===== src/sv/sha_pkg.sv =====
// Shared types, constants and round functions for the SHA-256 byte hasher.
package sha_pkg;

   localparam int unsigned RoundCount = 64;

   typedef struct packed {
      logic [7:0] data_byte;
      logic       byte_present;
      logic       end_of_message;
   } item_type;

   typedef enum logic [2:0] {
      ST_IDLE,
      ST_LOAD,
      ST_ROUND,
      ST_ADD,
      ST_EMIT
   } back_state_type;

   typedef enum logic [1:0] {
      BLK_DATA,
      BLK_PAD_ONLY,
      BLK_PAD_LEN,
      BLK_LEN_ONLY
   } block_kind_type;

   localparam logic [7:0] PadByte = 8'h80;

   localparam logic [31:0] InitH [8] = '{
      32'h6a09e667, 32'hbb67ae85, 32'h3c6ef372, 32'ha54ff53a,
      32'h510e527f, 32'h9b05688c, 32'h1f83d9ab, 32'h5be0cd19
   };

   localparam logic [31:0] RoundK [64] = '{
      32'h428a2f98, 32'h71374491, 32'hb5c0fbcf, 32'he9b5dba5, 32'h3956c25b, 32'h59f111f1,
      32'h923f82a4, 32'hab1c5ed5, 32'hd807aa98, 32'h12835b01, 32'h243185be, 32'h550c7dc3,
      32'h72be5d74, 32'h80deb1fe, 32'h9bdc06a7, 32'hc19bf174, 32'he49b69c1, 32'hefbe4786,
      32'h0fc19dc6, 32'h240ca1cc, 32'h2de92c6f, 32'h4a7484aa, 32'h5cb0a9dc, 32'h76f988da,
      32'h983e5152, 32'ha831c66d, 32'hb00327c8, 32'hbf597fc7, 32'hc6e00bf3, 32'hd5a79147,
      32'h06ca6351, 32'h14292967, 32'h27b70a85, 32'h2e1b2138, 32'h4d2c6dfc, 32'h53380d13,
      32'h650a7354, 32'h766a0abb, 32'h81c2c92e, 32'h92722c85, 32'ha2bfe8a1, 32'ha81a664b,
      32'hc24b8b70, 32'hc76c51a3, 32'hd192e819, 32'hd6990624, 32'hf40e3585, 32'h106aa070,
      32'h19a4c116, 32'h1e376c08, 32'h2748774c, 32'h34b0bcb5, 32'h391c0cb3, 32'h4ed8aa4a,
      32'h5b9cca4f, 32'h682e6ff3, 32'h748f82ee, 32'h78a5636f, 32'h84c87814, 32'h8cc70208,
      32'h90befffa, 32'ha4506ceb, 32'hbef9a3f7, 32'hc67178f2
   };

   function automatic logic [31:0] rotr(input logic [31:0] x, input int unsigned n);
      rotr = (x >> n) | (x << (32 - n));
   endfunction

endpackage


===== src/sv/sha_queue.sv =====
// Two-entry queue of input beats between the front and the hashing engine.
module sha_queue
   import sha_pkg::*;
(
   input  logic     clock,
   input  logic     reset,
   input  logic     push,
   input  item_type push_item,
   output logic     full,
   input  logic     pop,
   output logic     not_empty,
   output item_type head
);

   item_type   slot_ff [2];
   logic       wr_ff, wr_in;
   logic       rd_ff, rd_in;
   logic [1:0] cnt_ff, cnt_in;

   assign full      = (cnt_ff == 2'd2);
   assign not_empty = (cnt_ff != 2'd0);
   assign head      = slot_ff[rd_ff];

   always_comb begin
      wr_in  = wr_ff ^ push;
      rd_in  = rd_ff ^ pop;
      cnt_in = cnt_ff + {1'b0, push} - {1'b0, pop};
   end

   always_ff @(posedge clock) begin
      if (reset) begin
         wr_ff  <= 1'b0;
         rd_ff  <= 1'b0;
         cnt_ff <= 2'd0;
      end else begin
         wr_ff  <= wr_in;
         rd_ff  <= rd_in;
         cnt_ff <= cnt_in;
      end
      if (push) begin
         slot_ff[wr_ff] <= push_item;
      end
   end

endmodule


===== src/sv/sha_engine.sv =====
// Back end: block buffer, message schedule, round loop and digest output.
module sha_engine
   import sha_pkg::*;
(
   input  logic        clock,
   input  logic        reset,
   input  logic        item_valid,
   input  item_type    item,
   output logic        item_pop,
   output logic        rsp_valid,
   input  logic        rsp_stall,
   output logic [31:0] rsp_digest_word,
   output logic [2:0]  rsp_word_index,
   output logic        rsp_final_word,
   output logic        busy
);

   back_state_type state_ff, state_in;
   block_kind_type kind_ff, kind_in;

   // block buffer, four bytes per word, first byte in the high lane
   logic [31:0] buf_ff [16];
   logic [5:0]  fill_ff, fill_in;
   logic [63:0] len_ff, len_in;
   logic [31:0] h_ff [8];
   logic [31:0] v_ff [8];
   logic [31:0] w_ff [16];
   logic [5:0]  rnd_ff;
   logic        close_ff, close_in;   // message closes after the current block
   logic [2:0]  out_idx_ff, out_idx_in;

   // sampled block word for the load step
   logic [31:0] blk_word [16];
   logic [63:0] total;

   assign total = len_ff + {55'd0, fill_ff, 3'd0};

   always_comb begin
      for (int i = 0; i < 16; i++) begin
         for (int b = 0; b < 4; b++) begin
            logic [5:0] p;
            logic [7:0] d;
            p = 6'(4 * i + b);
            case (kind_ff)
               BLK_DATA:     d = buf_ff[i][31 - 8 * b -: 8];
               BLK_LEN_ONLY: d = 8'd0;
               default: begin
                  if (p < fill_ff)
                     d = buf_ff[i][31 - 8 * b -: 8];
                  else if (p == fill_ff)
                     d = PadByte;
                  else
                     d = 8'd0;
               end
            endcase
            blk_word[i][31 - 8 * b -: 8] = d;
         end
      end
      if (kind_ff inside {BLK_PAD_LEN, BLK_LEN_ONLY}) begin
         blk_word[14] = total[63:32];
         blk_word[15] = total[31:0];
      end
   end

   // round logic
   logic [31:0] t1, t2, s0, s1, wn;
   always_comb begin
      s0 = rotr(w_ff[1], 7) ^ rotr(w_ff[1], 18) ^ (w_ff[1] >> 3);
      s1 = rotr(w_ff[14], 17) ^ rotr(w_ff[14], 19) ^ (w_ff[14] >> 10);
      wn = s1 + w_ff[9] + s0 + w_ff[0];
      t1 = v_ff[7] + (rotr(v_ff[4], 6) ^ rotr(v_ff[4], 11) ^ rotr(v_ff[4], 25))
         + ((v_ff[4] & v_ff[5]) ^ (~v_ff[4] & v_ff[6])) + RoundK[rnd_ff] + w_ff[0];
      t2 = (rotr(v_ff[0], 2) ^ rotr(v_ff[0], 13) ^ rotr(v_ff[0], 22))
         + ((v_ff[0] & v_ff[1]) ^ (v_ff[0] & v_ff[2]) ^ (v_ff[1] & v_ff[2]));
   end

   logic take;
   assign take = (state_ff == ST_IDLE) && item_valid;

   always_comb begin
      state_in = state_ff;
      case (state_ff)
         ST_IDLE: begin
            if (take && ((item.byte_present && fill_ff == 6'd63)
                         || item.end_of_message))
               state_in = ST_LOAD;
         end
         ST_LOAD:  state_in = ST_ROUND;
         ST_ROUND: if (rnd_ff == 6'(RoundCount - 1)) state_in = ST_ADD;
         ST_ADD: begin
            if (kind_ff inside {BLK_PAD_LEN, BLK_LEN_ONLY}) state_in = ST_EMIT;
            else if (close_ff) state_in = ST_LOAD;
            else state_in = ST_IDLE;
         end
         ST_EMIT:  if (!rsp_stall && out_idx_ff == 3'd7) state_in = ST_IDLE;
         default:  state_in = ST_IDLE;
      endcase
   end

   always_comb begin
      item_pop        = take;
      busy            = (state_ff != ST_IDLE);
      rsp_valid       = (state_ff == ST_EMIT);
      rsp_digest_word = h_ff[out_idx_ff];
      rsp_word_index  = out_idx_ff;
      rsp_final_word  = (out_idx_ff == 3'd7);
   end

   // kind and fill/length bookkeeping for the next block
   always_comb begin
      kind_in    = kind_ff;
      fill_in    = fill_ff;
      len_in     = len_ff;
      close_in   = close_ff;
      out_idx_in = out_idx_ff;
      if (take) begin
         close_in = item.end_of_message;
         if (item.byte_present) begin
            fill_in = fill_ff + 6'd1;
            if (fill_ff == 6'd63) begin
               kind_in = BLK_DATA;
            end
         end
         if (item.end_of_message && !(item.byte_present && fill_ff == 6'd63)) begin
            // padding fits in this block when under 56 bytes remain used
            kind_in = (fill_in < 6'd56) ? BLK_PAD_LEN : BLK_PAD_ONLY;
         end
      end else if (state_ff == ST_ADD) begin
         if (kind_ff == BLK_DATA) begin
            len_in = len_ff + 64'd512;
            if (close_ff) kind_in = BLK_PAD_LEN;  // fresh block, pad at 0
         end else if (kind_ff == BLK_PAD_ONLY) begin
            kind_in = BLK_LEN_ONLY;
         end
      end else if (state_ff == ST_EMIT && !rsp_stall) begin
         out_idx_in = out_idx_ff + 3'd1;
         if (out_idx_ff == 3'd7) begin
            fill_in  = 6'd0;
            len_in   = 64'd0;
            close_in = 1'b0;
            kind_in  = BLK_DATA;
         end
      end
   end

   always_ff @(posedge clock) begin
      if (reset) begin
         state_ff   <= ST_IDLE;
         kind_ff    <= BLK_DATA;
         fill_ff    <= 6'd0;
         len_ff     <= 64'd0;
         close_ff   <= 1'b0;
         out_idx_ff <= 3'd0;
         for (int i = 0; i < 8; i++) h_ff[i] <= InitH[i];
      end else begin
         state_ff   <= state_in;
         kind_ff    <= kind_in;
         fill_ff    <= fill_in;
         len_ff     <= len_in;
         close_ff   <= close_in;
         out_idx_ff <= out_idx_in;
         case (state_ff)
            ST_ADD: begin
               for (int i = 0; i < 8; i++) h_ff[i] <= h_ff[i] + v_ff[i];
            end
            ST_EMIT: begin
               if (!rsp_stall && out_idx_ff == 3'd7) begin
                  for (int i = 0; i < 8; i++) h_ff[i] <= InitH[i];
               end
            end
            default: ;
         endcase
      end
   end

   // payload registers
   always_ff @(posedge clock) begin
      if (take && item.byte_present)
         buf_ff[fill_ff[5:2]][{~fill_ff[1:0], 3'b000} +: 8] <= item.data_byte;
      case (state_ff)
         ST_LOAD: begin
            for (int i = 0; i < 8; i++) v_ff[i] <= h_ff[i];
            for (int i = 0; i < 16; i++) w_ff[i] <= blk_word[i];
            rnd_ff <= 6'd0;
         end
         ST_ROUND: begin
            v_ff[7] <= v_ff[6]; v_ff[6] <= v_ff[5]; v_ff[5] <= v_ff[4];
            v_ff[4] <= v_ff[3] + t1;
            v_ff[3] <= v_ff[2]; v_ff[2] <= v_ff[1]; v_ff[1] <= v_ff[0];
            v_ff[0] <= t1 + t2;
            for (int i = 0; i < 15; i++) w_ff[i] <= w_ff[i + 1];
            w_ff[15] <= wn;
            rnd_ff <= rnd_ff + 6'd1;
         end
         default: ;
      endcase
   end

endmodule


===== src/sv/sha256_byte_stream_hasher.sv =====
// An accepted beat is registered in the queue and reaches the engine in the cycle after
// it is accepted; the engine takes it only while idle. Each full block passes through the
// load, round and add states, in which the engine takes no beat, so the two-entry queue
// fills and stalls the input. A closing beat takes one or two padding blocks, then 8
// digest beats.
// Synchronous active-high reset loads the initial hash and clears counts and the queue.
module sha256_byte_stream_hasher
   import sha_pkg::*;
(
   input  logic        clock,
   input  logic        reset,
   input  logic        req_valid,
   output logic        req_stall,
   input  logic [7:0]  req_data_byte,
   input  logic        req_byte_present,
   input  logic        req_end_of_message,
   output logic        rsp_valid,
   input  logic        rsp_stall,
   output logic [31:0] rsp_digest_word,
   output logic [2:0]  rsp_word_index,
   output logic        rsp_final_word
);

   item_type in_item, head;
   logic     full, not_empty, pop, busy;

   assign in_item = '{data_byte: req_data_byte, byte_present: req_byte_present,
                      end_of_message: req_end_of_message};
   assign req_stall = full;

   sha_queue u_queue (
      .clock, .reset,
      .push(req_valid && !full), .push_item(in_item), .full,
      .pop, .not_empty, .head
   );

   sha_engine u_engine (
      .clock, .reset,
      .item_valid(not_empty), .item(head), .item_pop(pop),
      .rsp_valid, .rsp_stall, .rsp_digest_word, .rsp_word_index,
      .rsp_final_word, .busy
   );

`ifndef SYNTH
   a_final_idx: assert property (@(posedge clock) disable iff (reset)
      rsp_valid |-> (rsp_final_word == (rsp_word_index == 3'd7)))
      else $error("final_word mismatch");
   a_no_pop_busy: assert property (@(posedge clock) disable iff (reset)
      busy |-> !pop)
      else $error("engine took a beat while busy");
   a_word_step: assert property (@(posedge clock) disable iff (reset)
      (rsp_valid && !rsp_stall && !rsp_final_word) |=>
         (rsp_valid && rsp_word_index == $past(rsp_word_index) + 3'd1))
      else $error("digest words out of order");
`endif

endmodule


===== config.mk =====
export PLATFORM = sky130hd
export DESIGN_NAME = sha256_byte_stream_hasher
export DESIGN_NICKNAME = d
export VERILOG_FILES = /design/src/sv/sha_pkg.sv /design/src/sv/sha_queue.sv /design/src/sv/sha_engine.sv /design/src/sv/sha256_byte_stream_hasher.sv
export SDC_FILE = /design/constraint.sdc
export NUM_CORES = 2
export LEC_CHECK = 0
export BUFFER_PORTS_ARGS = -buffer_cell sky130_fd_sc_hd__clkbuf_2
export CELL_PAD_IN_SITES_DETAIL_PLACEMENT = 1
export CELL_PAD_IN_SITES_GLOBAL_PLACEMENT = 1
export CORE_MARGIN = 2
export CORE_UTILIZATION = 56
export DETAILED_ROUTE_END_ITERATION = 8
export MAX_ROUTING_LAYER = met4
export PLACE_DENSITY = 0.84
export SLEW_MARGIN = 20
export SYNTH_ARGS = -nofsm -noshare
export SYNTH_HDL_FRONTEND = slang
export SYNTH_SLANG_ARGS = --single-unit
export TNS_END_PERCENT = 5

===== constraint.sdc =====
create_clock -name clock -period 45.9 [get_ports clock]
set_input_delay 4.59 -clock clock [delete_from_list [all_inputs] [get_ports clock]]
set_output_delay 4.59 -clock clock [all_outputs]
set_load 0.05 [all_outputs]

==> impl_metrics.env <==
export IMPL_vias=72253
export IMPL_viasPerCell=6.78
export IMPL_clk_pin_slew_ps=70
export IMPL_synthToLayoutAreaGrowth_pct=8.89
export IMPL_ys_flop_type="edfxtp_1"
export IMPL_rsz0062_at_grt="false"
export IMPL_grt_overflow_total=0
export IMPL_end_kind="flop"
export IMPL_synth_most_common_cell="edfxtp_1"
export IMPL_numCtsBuffers=171
export IMPL_max_slew_worst_pin_slew_ps=1240
export IMPL_antenna_found_initial=11
export IMPL_skew_ps=64.2
export IMPL_cts_tree="done"
export IMPL_yosys_warnings=0
export IMPL_start_util_pct=56.5
export IMPL_ctsHoldBuffers=0
export IMPL_hold_violations=0
export IMPL_ctsHtreeMaxLevel=4
export IMPL_nets=8945
export IMPL_synth_area_leaders="edfxtp_1 (47%), ha_1 (5.5%), nand2_1 (4.8%), dfxtp_1 (4.5%), fa_1 (4.2%)"
export IMPL_rows=148
export IMPL_drv_cap=0
export IMPL_startpoint_type="flop"
export IMPL_grtUsageTotal_pct=42.6
export IMPL_rr_endpoint="u_engine.v_ff[0][28]"
export IMPL_post_drt_wl_per_cell_um=32.8
export IMPL_cp_max_fo=20
export IMPL_outcome="finished clean"
export IMPL_first_global_vias=74946
export IMPL_reg2reg_from="u_engine.rnd_ff[0]"
export IMPL_portBuffers=51
export IMPL_drive_gt1_share_pct=7.70
export IMPL_ys_seq_area_share_pct=51.2
export IMPL_syn_area_per_cell_um2=10.9
export IMPL_slowest_delay_ps=940
export IMPL_max_slew_margin_pct=15.6
export IMPL_tns_ps=0
export IMPL_synth_nets=9032
export IMPL_setup_violations=0
export IMPL_dieArea_mm2=0.168
export IMPL_synth_seq_cells=1639
export IMPL_reg2reg_slack_ps=34770
export IMPL_cp_slowest_cell="ha_1"
export IMPL_antenna_left=0
export IMPL_synthArstFlopShare_pct=0
export IMPL_worst_skew_pair_late_latency_ps=870
export IMPL_crit_required_ps=46490
export IMPL_synth_distinct_cells=85
export IMPL_io_pins=52
export IMPL_grt_max_degree=156
export IMPL_fillers=16743
export IMPL_place_congestion=1.02
export IMPL_slew_violations=0
export IMPL_min_path_type="flop to flop"
export IMPL_cts_setup_buffers=0
export IMPL_yosysTopAreaCellShare_pct=46.7
export IMPL_reg2regPathDepth=32
export IMPL_fmax_mhz=89.9
export IMPL_dp_hpwl_um=249000
export IMPL_dr_pass1_iters=6
export IMPL_worstPathArrival_ps=11720
export IMPL_finalCriticalPeriod_ps=11130
export IMPL_min_delay_start="u_engine.close_ff"
export IMPL_synth_common_cells="edfxtp_1 (1434), nand2_1 (1175), nor2_1 (598), a21oi_1 (494), o21ai_0 (477)"
export IMPL_clock_path_buffers=3
export IMPL_yosys_area_top_type="edfxtp_1"
export IMPL_die_w_um=410
export IMPL_ctsResizeCount=0
export IMPL_multiInputGateArea_mm2=0.0419
export IMPL_finalWirelength_um=349000
export IMPL_crit_top_cell="fa_1"
export IMPL_core_mm2=0.163
export IMPL_seq_area_mm2=0.0472
export IMPL_finalCritPeriodShare_pct=24.2
export IMPL_synthesis_area_mm2=0.0921
export IMPL_synth_edff_count=1434
export IMPL_syn_inst=8417
export IMPL_cts_sink_count=1639
export IMPL_grt_first_pass_wirelength_um=510000
export IMPL_fp_dieH_um=410
export IMPL_min_to="u_engine.close_ff"
export IMPL_drc=0
export IMPL_clockRootBuffer="clkbuf_16"
export IMPL_crit_type="flop to flop"
export IMPL_worstHoldPathCells=2
export IMPL_first_iter_violations=8129
==> final cells by class <==
cell class | instances | share of cell area, %
Inverter | 433 | 1.63
Multi-Input combinational cell | 5923 | 41.8
Clock buffer | 216 | 4.54
Sequential cell | 1639 | 47.0
Antenna cell | 7 | 0.0175
Clock inverter | 106 | 1.11
Tap cell | 2175 | 2.71
Timing Repair Buffer | 162 | 1.16
==> routing by layer <==
layer | vias to the layer above | track usage, % | wire length (µm)
met3 | 1387 | 7.78 | 28300
li1 | 30465 | - | -
met1 | 36471 | 49.3 | 126000
met4 | 0 | 30.3 | 31100
met5 | - | - | 0
met2 | 3930 | 67.1 | 164000
==> registers in the layout (all words and copies together) (netlist names), 2 cells and up, named ones only <==
signal                   flops
u_engine.v_ff              256
u_engine.fill_ff             6
u_engine.buf_ff            512
u_engine.rnd_ff              6
u_queue.cnt_ff               2
u_queue.slot_ff             20
u_engine.rsp_word_index      3
u_engine.state_ff            3
u_engine.w_ff              512
u_engine.kind_ff             2
u_engine.h_ff              256
u_engine.len_ff             55
==> through the flow <==
step | cells | area [µm²] | util [%] | hold WS [ps] | worst slack, ps
after floorplan | 8417 | 92100 | - | 450 | 26410
after global placement | 10330 | 94500 | 57.9 | 469 | 35150
after detailed placement | 10330 | 94500 | 57.9 | 480 | 34960
after CTS | 10652 | 100000 | 61.4 | 490 | 34920
after global routing | 10659 | 100000 | 61.5 | 508 | 33990
final | 10661 | 100000 | 61.5 | 493 | 34770
==> cells in the final DEF (no fill, tap or decap), types with 68 or more instances in the layout <==
master / synthesis / routed
edfxtp_1: 1434 / 1434
nand2_1: 1175 / 1172
nor2_1: 598 / 574
a21oi_1: 494 / 491
o21ai_0: 477 / 475
inv_1: 430 / 429
ha_1: 406 / 405
xnor2_1: 381 / 381
a22o_1: 372 / 372
xor2_1: 221 / 221
dfxtp_1: 205 / 202
fa_1: 195 / 195
a21o_1: 178 / 178
clkbuf_16: 0 / 173
nand3_1: 146 / 146
nor3_1: 122 / 120
buf_4: 0 / 103
a31oi_1: 79 / 77
mux4_2: 71 / 71
a221oi_1: 71 / 71
mux2_2: 68 / 68
==> logic make-up (layout without fill, tap and decap cells) <==
family | count (synthesis) | count (layout) | synth area share (%)
fa+ha+maj | 623 | 623 | 9.99
xor+xnor | 603 | 603 | 5.75
mux | 167 | 167 | 2.87
compound gates | 2098 | 2098 | 15.2
flops | 1639 | 1639 | 51.2
simple gates | 2432 | 2432 | 11.5
buf+inv | 855 | 917 | 3.50
other cells | 0 | 7 | 0
==> worst max path at each step <==
stage                                    start                   end
after floorplan           u_engine.state_ff[1]    u_engine.rnd_ff[0]
after global placement      u_engine.rnd_ff[0]  u_engine.v_ff[0][28]
after detailed placement    u_engine.rnd_ff[0]  u_engine.v_ff[0][28]
after CTS                   u_engine.rnd_ff[0]  u_engine.v_ff[0][28]
after global routing        u_engine.rnd_ff[0]  u_engine.v_ff[0][28]
final                       u_engine.rnd_ff[0]  u_engine.v_ff[0][28]
==> critical path, delay by kind of cell, from the launching register on <==
family,cells,cell delay [ps]
compound gates,15,4240
buf+inv,4,720
simple gates,3,700
xor+xnor,2,330
fa+ha+maj,7,3780
mux,1,270
flops,1,830
Power is not shown: default switching activity piles up to over one toggle a cycle in this logic, so the estimate is an artifact.
